**config.mk**
```make
export PLATFORM = sky130hd
export DESIGN_NAME = packed_yuv422_to_rgb
export DESIGN_NICKNAME = d
export VERILOG_FILES = /design/src/design/pyr_pkg.sv /design/src/design/pyr_chroma.sv /design/src/design/pyr_lane.sv /design/src/design/pyr_merge.sv /design/src/design/packed_yuv422_to_rgb.sv
export SDC_FILE = /design/constraint.sdc
export NUM_CORES = 1
export LEC_CHECK = 0
export ABC_AREA = 0
export BUFFER_PORTS_ARGS = -buffer_cell sky130_fd_sc_hd__buf_2
export CAP_MARGIN = 20
export CORE_UTILIZATION = 31
export DETAILED_ROUTE_END_ITERATION = 6
export GPL_TIMING_DRIVEN = 0
export SLEW_MARGIN = 30
export SYNTH_ARGS = -nofsm -noshare
export SYNTH_HDL_FRONTEND = slang
export SYNTH_HIERARCHICAL = 1
export SYNTH_SLANG_ARGS = --single-unit
```
**constraint.sdc**
```tcl
create_clock -name clk_i -period 16.5 [get_ports clk_i]
set_clock_uncertainty 0.05 [all_clocks]
set_input_delay 2.475 -clock clk_i [delete_from_list [all_inputs] [get_ports clk_i]]
set_output_delay 2.475 -clock clk_i [all_outputs]
set_load 0.1 [all_outputs]
```
**src/design/pyr_pkg.sv**
```systemverilog
// Shared types and constants for the packed 4:2:2 / mono10 pixel-word converter.
package pyr_pkg;

  // Layout codes held in the layout register.
  typedef enum logic [1:0] {
    LAYOUT_YUYV = 2'd0,
    LAYOUT_UYVY = 2'd1,
    LAYOUT_MONO = 2'd2,
    LAYOUT_NONE = 2'd3
  } layout_e;

  // Q15 matrix coefficients.
  localparam int CoefW = 18;
  localparam logic signed [CoefW-1:0] CoefRv = 18'sd37221;
  localparam logic signed [CoefW-1:0] CoefGu = 18'sd12975;
  localparam logic signed [CoefW-1:0] CoefGv = 18'sd18949;
  localparam logic signed [CoefW-1:0] CoefBu = 18'sd66883;
  localparam int FracBits = 15;

  // Product width and width of the shifted chroma offsets.
  localparam int ProdW = 26;
  localparam int OffW  = 10;

  // Chroma offsets shared by both pixel lanes.
  typedef struct packed {
    logic signed [OffW-1:0] r_off;
    logic signed [OffW-1:0] g_off;
    logic signed [OffW-1:0] b_off;
  } chroma_off_t;

  // One clamped RGB888 pixel.
  typedef struct packed {
    logic [7:0] red;
    logic [7:0] green;
    logic [7:0] blue;
  } rgb_t;

  // Reduce a little-endian 10-bit sample to its top eight bits.
  function automatic logic [7:0] mono8(input logic [7:0] lo, input logic [7:0] hi);
    mono8 = {hi[1:0], lo[7:2]};
  endfunction

endpackage

```
**src/design/pyr_chroma.sv**
```systemverilog
// Chroma stage: shared U/V products turned into floor-shifted channel offsets.
module pyr_chroma import pyr_pkg::*; (
  input  logic [7:0]  u_i,
  input  logic [7:0]  v_i,
  output chroma_off_t off_o
);

  logic signed [7:0]       u_s;
  logic signed [7:0]       v_s;
  logic signed [ProdW-1:0] r_prod;
  logic signed [ProdW-1:0] g_sum;
  logic signed [ProdW-1:0] b_prod;

  // Removing the 128 bias is the same as flipping the top bit.
  assign u_s = signed'({~u_i[7], u_i[6:0]});
  assign v_s = signed'({~v_i[7], v_i[6:0]});

  // Constant-coefficient products; the arithmetic shift gives the floor.
  assign r_prod = ProdW'(v_s) * ProdW'(CoefRv);
  assign g_sum  = ProdW'(u_s) * ProdW'(CoefGu) + ProdW'(v_s) * ProdW'(CoefGv);
  assign b_prod = ProdW'(u_s) * ProdW'(CoefBu);

  assign off_o.r_off = OffW'(r_prod >>> FracBits);
  assign off_o.g_off = OffW'(g_sum >>> FracBits);
  assign off_o.b_off = OffW'(b_prod >>> FracBits);

endmodule

```
**src/design/pyr_lane.sv**
```systemverilog
// Pixel lane: adds the red and blue chroma offsets to one luma sample, subtracts the green one, and clamps.
module pyr_lane import pyr_pkg::*; (
  input  logic [7:0]  y_i,
  input  chroma_off_t off_i,
  output rgb_t        pix_o
);

  localparam int SumW = OffW + 1;

  logic signed [SumW-1:0] y_s;
  logic signed [SumW-1:0] r_sum;
  logic signed [SumW-1:0] g_sum;
  logic signed [SumW-1:0] b_sum;

  // Saturate a channel sum to the range 0..255.
  function automatic logic [7:0] clamp8(input logic signed [SumW-1:0] v);
    if (v < 0) begin
      clamp8 = 8'd0;
    end else if (v > SumW'(255)) begin
      clamp8 = 8'hFF;
    end else begin
      clamp8 = v[7:0];
    end
  endfunction

  assign y_s   = signed'({{(SumW-8){1'b0}}, y_i});
  assign r_sum = y_s + SumW'(off_i.r_off);
  assign g_sum = y_s - SumW'(off_i.g_off);
  assign b_sum = y_s + SumW'(off_i.b_off);

  assign pix_o.red   = clamp8(r_sum);
  assign pix_o.green = clamp8(g_sum);
  assign pix_o.blue  = clamp8(b_sum);

endmodule

```
**src/design/pyr_merge.sv**
```systemverilog
// Merge stage: selects lane or mono results by layout into the output register.
module pyr_merge import pyr_pkg::*; (
  input  logic       clk_i,
  input  logic       rst_ni,
  input  logic       valid_i,
  input  layout_e    layout_i,
  input  rgb_t       pix_first_i,
  input  rgb_t       pix_second_i,
  input  logic [7:0] mono_first_i,
  input  logic [7:0] mono_second_i,
  input  logic       frame_end_i,
  output logic       valid_o,
  output rgb_t       pix_first_o,
  output rgb_t       pix_second_o,
  output logic [7:0] mono_first_o,
  output logic [7:0] mono_second_o,
  output logic       frame_end_o
);

  logic       valid_q;
  rgb_t       pix_first_d, pix_first_q;
  rgb_t       pix_second_d, pix_second_q;
  logic [7:0] mono_first_d, mono_first_q;
  logic [7:0] mono_second_d, mono_second_q;
  logic       frame_end_q;

  // Zero the fields that the layout does not use.
  always_comb begin
    pix_first_d   = '0;
    pix_second_d  = '0;
    mono_first_d  = '0;
    mono_second_d = '0;
    unique case (layout_i)
      LAYOUT_YUYV, LAYOUT_UYVY: begin
        pix_first_d  = pix_first_i;
        pix_second_d = pix_second_i;
      end
      LAYOUT_MONO: begin
        mono_first_d  = mono_first_i;
        mono_second_d = mono_second_i;
      end
      default: begin
      end
    endcase
  end

  // Result strobe.
  always_ff @(posedge clk_i or negedge rst_ni) begin
    if (!rst_ni) begin
      valid_q <= 1'b0;
    end else begin
      valid_q <= valid_i;
    end
  end

  // Result payload.
  always_ff @(posedge clk_i) begin
    pix_first_q   <= pix_first_d;
    pix_second_q  <= pix_second_d;
    mono_first_q  <= mono_first_d;
    mono_second_q <= mono_second_d;
    frame_end_q   <= frame_end_i;
  end

  assign valid_o       = valid_q;
  assign pix_first_o   = pix_first_q;
  assign pix_second_o  = pix_second_q;
  assign mono_first_o  = mono_first_q;
  assign mono_second_o = mono_second_q;
  assign frame_end_o   = frame_end_q;

endmodule

```
**src/design/packed_yuv422_to_rgb.sv**
```systemverilog
// Top level of the packed 4:2:2 / mono10 to RGB888 pixel-word converter.
//
//   Channel   Signals                                  Handshake
//   --------  ---------------------------------------  --------------------------
//   input     byte_0_i..byte_3_i, frame_end_i          start_i high, busy_o low
//   result    red/green/blue_first/second_o, mono_*_o,  result_valid_o, one cycle
//             frame_end_out_o
//   config    cfg_data_i                               cfg_we_i
//
// A word is taken on every cycle that start_i is high; busy_o is never raised.
// Each result passes through one register after the chroma multipliers and one in
// the merge stage behind the two pixel lanes.
// Reset clears the layout register to YUYV and the valid pipeline; nothing is pending.
// The receiver cannot stall, so no transaction is ever held back.
module packed_yuv422_to_rgb import pyr_pkg::*; (
  input  logic       clk_i,
  input  logic       rst_ni,
  input  logic       cfg_we_i,
  input  logic [1:0] cfg_data_i,
  input  logic       start_i,
  output logic       busy_o,
  input  logic [7:0] byte_0_i,
  input  logic [7:0] byte_1_i,
  input  logic [7:0] byte_2_i,
  input  logic [7:0] byte_3_i,
  input  logic       frame_end_i,
  output logic       result_valid_o,
  output logic [7:0] red_first_o,
  output logic [7:0] green_first_o,
  output logic [7:0] blue_first_o,
  output logic [7:0] red_second_o,
  output logic [7:0] green_second_o,
  output logic [7:0] blue_second_o,
  output logic [7:0] mono_first_o,
  output logic [7:0] mono_second_o,
  output logic       frame_end_out_o
);

  layout_e     layout_q;
  logic        accept;
  logic [7:0]  y0_d, y1_d, u_sel, v_sel;
  chroma_off_t off_d;

  logic        s1_valid_q;
  layout_e     s1_layout_q;
  logic [7:0]  s1_y0_q, s1_y1_q;
  chroma_off_t s1_off_q;
  logic [7:0]  s1_mono0_q, s1_mono1_q;
  logic        s1_frame_end_q;

  rgb_t        lane_first, lane_second;
  rgb_t        out_first, out_second;

  assign busy_o = 1'b0;
  assign accept = start_i && !busy_o;

  // Layout register.
  always_ff @(posedge clk_i or negedge rst_ni) begin
    if (!rst_ni) begin
      layout_q <= LAYOUT_YUYV;
    end else if (cfg_we_i) begin
      layout_q <= layout_e'(cfg_data_i);
    end
  end

  // Pick luma and chroma bytes according to the byte order.
  always_comb begin
    if (layout_q == LAYOUT_UYVY) begin
      u_sel = byte_0_i;
      y0_d  = byte_1_i;
      v_sel = byte_2_i;
      y1_d  = byte_3_i;
    end else begin
      y0_d  = byte_0_i;
      u_sel = byte_1_i;
      y1_d  = byte_2_i;
      v_sel = byte_3_i;
    end
  end

  pyr_chroma u_chroma (
    .u_i   (u_sel),
    .v_i   (v_sel),
    .off_o (off_d)
  );

  // First pipeline register, after the multipliers.
  always_ff @(posedge clk_i or negedge rst_ni) begin
    if (!rst_ni) begin
      s1_valid_q <= 1'b0;
    end else begin
      s1_valid_q <= accept;
    end
  end

  always_ff @(posedge clk_i) begin
    s1_layout_q    <= layout_q;
    s1_y0_q        <= y0_d;
    s1_y1_q        <= y1_d;
    s1_off_q       <= off_d;
    s1_mono0_q     <= mono8(byte_0_i, byte_1_i);
    s1_mono1_q     <= mono8(byte_2_i, byte_3_i);
    s1_frame_end_q <= frame_end_i;
  end

  // Two pixel lanes sharing one set of chroma offsets.
  pyr_lane u_lane_first (
    .y_i   (s1_y0_q),
    .off_i (s1_off_q),
    .pix_o (lane_first)
  );

  pyr_lane u_lane_second (
    .y_i   (s1_y1_q),
    .off_i (s1_off_q),
    .pix_o (lane_second)
  );

  pyr_merge u_merge (
    .clk_i         (clk_i),
    .rst_ni        (rst_ni),
    .valid_i       (s1_valid_q),
    .layout_i      (s1_layout_q),
    .pix_first_i   (lane_first),
    .pix_second_i  (lane_second),
    .mono_first_i  (s1_mono0_q),
    .mono_second_i (s1_mono1_q),
    .frame_end_i   (s1_frame_end_q),
    .valid_o       (result_valid_o),
    .pix_first_o   (out_first),
    .pix_second_o  (out_second),
    .mono_first_o  (mono_first_o),
    .mono_second_o (mono_second_o),
    .frame_end_o   (frame_end_out_o)
  );

  assign red_first_o    = out_first.red;
  assign green_first_o  = out_first.green;
  assign blue_first_o   = out_first.blue;
  assign red_second_o   = out_second.red;
  assign green_second_o = out_second.green;
  assign blue_second_o  = out_second.blue;

endmodule

```
==> flow_summary.yaml <==
global_route:
  antenna_found_initial: 0
  grt_max_degree: 17
  grt_pass1_wl_mm: 57.6
  grt_pass1_vias: 10958
  globalRouteOverflowTotal: 0
  grt_usage: 0.157
synth:
  synth_fp_nets: 1913
  synthArstFlopShare: 0.0299
  syn_area_per_cell_um2: 9.30
  synthDistinctLibCells: 77
  synth-seq-cells: 134
  synth_edf_count: 0
  synthCells: 1510
  yosys_warnings: 6
  ys.flop_type: "dfxtp_1"
  ys_seq_area_frac: 0.192
  synth_area_mm2: 0.0140
sta:
  fmax_mhz: 124
  finalCriticalPeriod_ps: 8050
  hold_viol: 0
  slew_viol_final: 0
  tns_ps: 0
  max_slew_margin: 0.613
  final-setup-viol-count: 0
  tightestPinTransition_ps: 576
  rsz0062_at_grt: "false"
  whs_ps: 277
  layout_worst_path_cycle_share: 0.488
critical_path:
  r2r_slack_ps: 9770
  start_kind: "input pin"
  timing.rr.start: "layout_q[1]"
  path_max_fanout: 8
  cp.required_ps: 16830
  r2r_end: "s1_off_q[19]"
  criticalPathCategory: "in -> reg"
  cp-end-kind: "flop"
  ff2ff_path_depth: 22
  arrival_ps: 8370
layout:
  syn_to_final_growth_pct: 13.3
  multi_input_area_mm2: 0.0101
  nNetsFinal: 2036
  layout-drive-gt1-share: 0.137
  regArea_mm2: 0.00270
  finalNonFillerCells: 2238
  antennaDiodeCount: 0
  fillers: 4520
floorplan:
  core_area_mm2: 0.0444
  die_y_um: 215
  rows: 77
  initial_core_util: 0.316
  fp.dieW_um: 215
  io_pins: 106
  die-area_mm2: 0.0461
min_path:
  min_from: "s1_frame_end_q"
  holdPathStages: 0
  min_path_type: "reg -> reg"
  worst_hold_path.endpoint: "u_merge/frame_end_o"
drt:
  wl_per_cell_um: 15.8
  drtIter0Drc: 443
  wl_mm: 35.3
  drcViolationCount: 0
  viasPerCell: 4.89
  detail-route-antenna-nets: 0
  vias: 10940
  drt_first_pass_iters: 5
place:
  dp.cells: 2206
  hpwl_mm: 29.3
  port_buffers: 104
  gp_congestion: 0.884
clocking:
  cts_setup_buffers: 0
  cts_root_buf: "clkbuf_16"
  cts_tree: "built"
  clk_latency_ps: 450
  h-tree-depth: 4
  cts_max_path_buffers: 2
  cts_hold_buf: 0
  cts.sink_count: 134
  cts.repair.resized: 0
  cts_made_buffers: 17
  clk_pin_slew_ps: 60
run_status:
  outcome: "complete, no violations"
job:
  cap_violations: 0
-- registers in the layout, indices dropped and copies added (netlist names) --
signal / cells
s1_mono0_q: 8
s1_off_q: 30
layout_q: 2
s1_y0_q: 8
s1_mono1_q: 8
s1_y1_q: 8
s1_valid_q: 1
s1_layout_q: 2
u_merge/pix_second_o: 24
s1_frame_end_q: 1
u_merge/mono_second_o: 8
u_merge/frame_end_o: 1
u_merge/valid_o: 1
u_merge/pix_first_o: 24
u_merge/mono_first_o: 8
-- worst max-delay path by stage --
stage	from	endpoint	slack (ps)	depth (start not counted)
4_1_cts	byte_2_i[7]	s1_off_q[19]	8440	21
5_1_grt	byte_2_i[7]	s1_off_q[19]	8170	21
3_3_place_gp	byte_2_i[7]	s1_off_q[19]	8050	21
6_report	byte_2_i[7]	s1_off_q[19]	8450	21
2_1_floorplan	byte_2_i[7]	s1_off_q[19]	8790	20
3_5_place_dp	byte_2_i[7]	s1_off_q[19]	7980	21
-- logic make-up after synthesis --
logic type               count (synthesis)  share of synthesized area
adder cells (fa/ha/maj)                364                      0.381
AND/OR/NAND/NOR                        320                      0.125
AO/OA/AOI/OAI                          308                      0.152
buffers and inverters                  296                     0.0859
flip-flops                             134                      0.192
XOR/XNOR                                50                     0.0312
multiplexers                            37                     0.0321
other                                    1                   0.000267
-- critical path: stages --
cell	delay (ps)
buf_2	110
mux2_2	390
inv_1	330
ha_1	530
inv_1	110
fa_1	500
inv_1	60
fa_1	550
inv_1	60
fa_1	530
inv_1	60
fa_1	510
fa_1	500
ha_1	350
and2_1	180
o21a_1	160
o21ai_0	280
a31oi_4	80
a211o_2	340
a21oi_2	150
xnor2_1	120
-- per-stage QoR --
stage / util / setup slack (ps) / area [um2]
2_1_floorplan: - / 8790 / 14000
3_3_place_gp: 0.345 / 8050 / 15300
3_5_place_dp: 0.345 / 7980 / 15300
4_1_cts: 0.358 / 8440 / 15900
5_1_grt: 0.358 / 8170 / 15900
6_report: 0.358 / 8450 / 15900
-- synth_stat cells (all sizes together), types with 5 or more instances --
cell type / n / area, um2
a21oi: 83 / 430
and2: 7 / 43.8
nor3: 24 / 120
a31oi: 12 / 90.1
o211ai: 9 / 87.6
a22oi: 9 / 67.6
inv: 264 / 991
a211o: 8 / 71.3
nand4: 11 / 68.8
nand3: 13 / 65.1
xor2: 20 / 175
o2111ai: 5 / 43.8
nor2b: 65 / 407
o211a: 8 / 80.1
fa: 106 / 2120
a211oi: 14 / 130
nor4: 14 / 100
mux2: 34 / 420
or2: 8 / 50.0
a221oi: 7 / 80.1
nand3b: 10 / 75.1
dfxtp: 130 / 2600
ha: 258 / 3230
o31ai: 5 / 47.5
nand2b: 8 / 50.1
o21a: 24 / 180
clkbuf: 11 / 43.8
a21o: 33 / 248
nand2: 46 / 178
nor2: 73 / 274
and3b: 16 / 140
o21ai: 53 / 265
o22ai: 6 / 37.5
xnor2: 30 / 263
and3: 16 / 104
buf: 21 / 171
-- final cells by class --
class | count | share of cell area
buffer | 32 | 0.0135
clock buffer | 17 | 0.0267
clock inverter | 15 | 0.0115
inverter | 264 | 0.0623
multi-input combinational | 1080 | 0.637
sequential | 134 | 0.170
tap | 592 | 0.0466
timing repair buffer | 104 | 0.0327
-- cells in the final DEF, fill, tap and decap left out, types with 33 or more instances in the layout --
cell type	instances
nor2b_1	65
ha_1	258
o21ai_0	47
nor2_1	73
a21oi_1	81
buf_2	111
a21o_1	33
dfxtp_1	130
fa_1	106
inv_1	264
nand2_1	44
-- metal layers --
| layer | part of all wire | track usage |
|---|---|---|
| met1 | 0.46 | 0.202 |
| met2 | 0.48 | 0.269 |
| met3 | 0.031 | 0.0184 |
| met4 | 0.031 | 0.0586 |
| met5 | 0 | 0 |
Power is left out: the tool's default activity adds up to more than one toggle a clock period on the data nets, which glitch-free logic cannot reach.
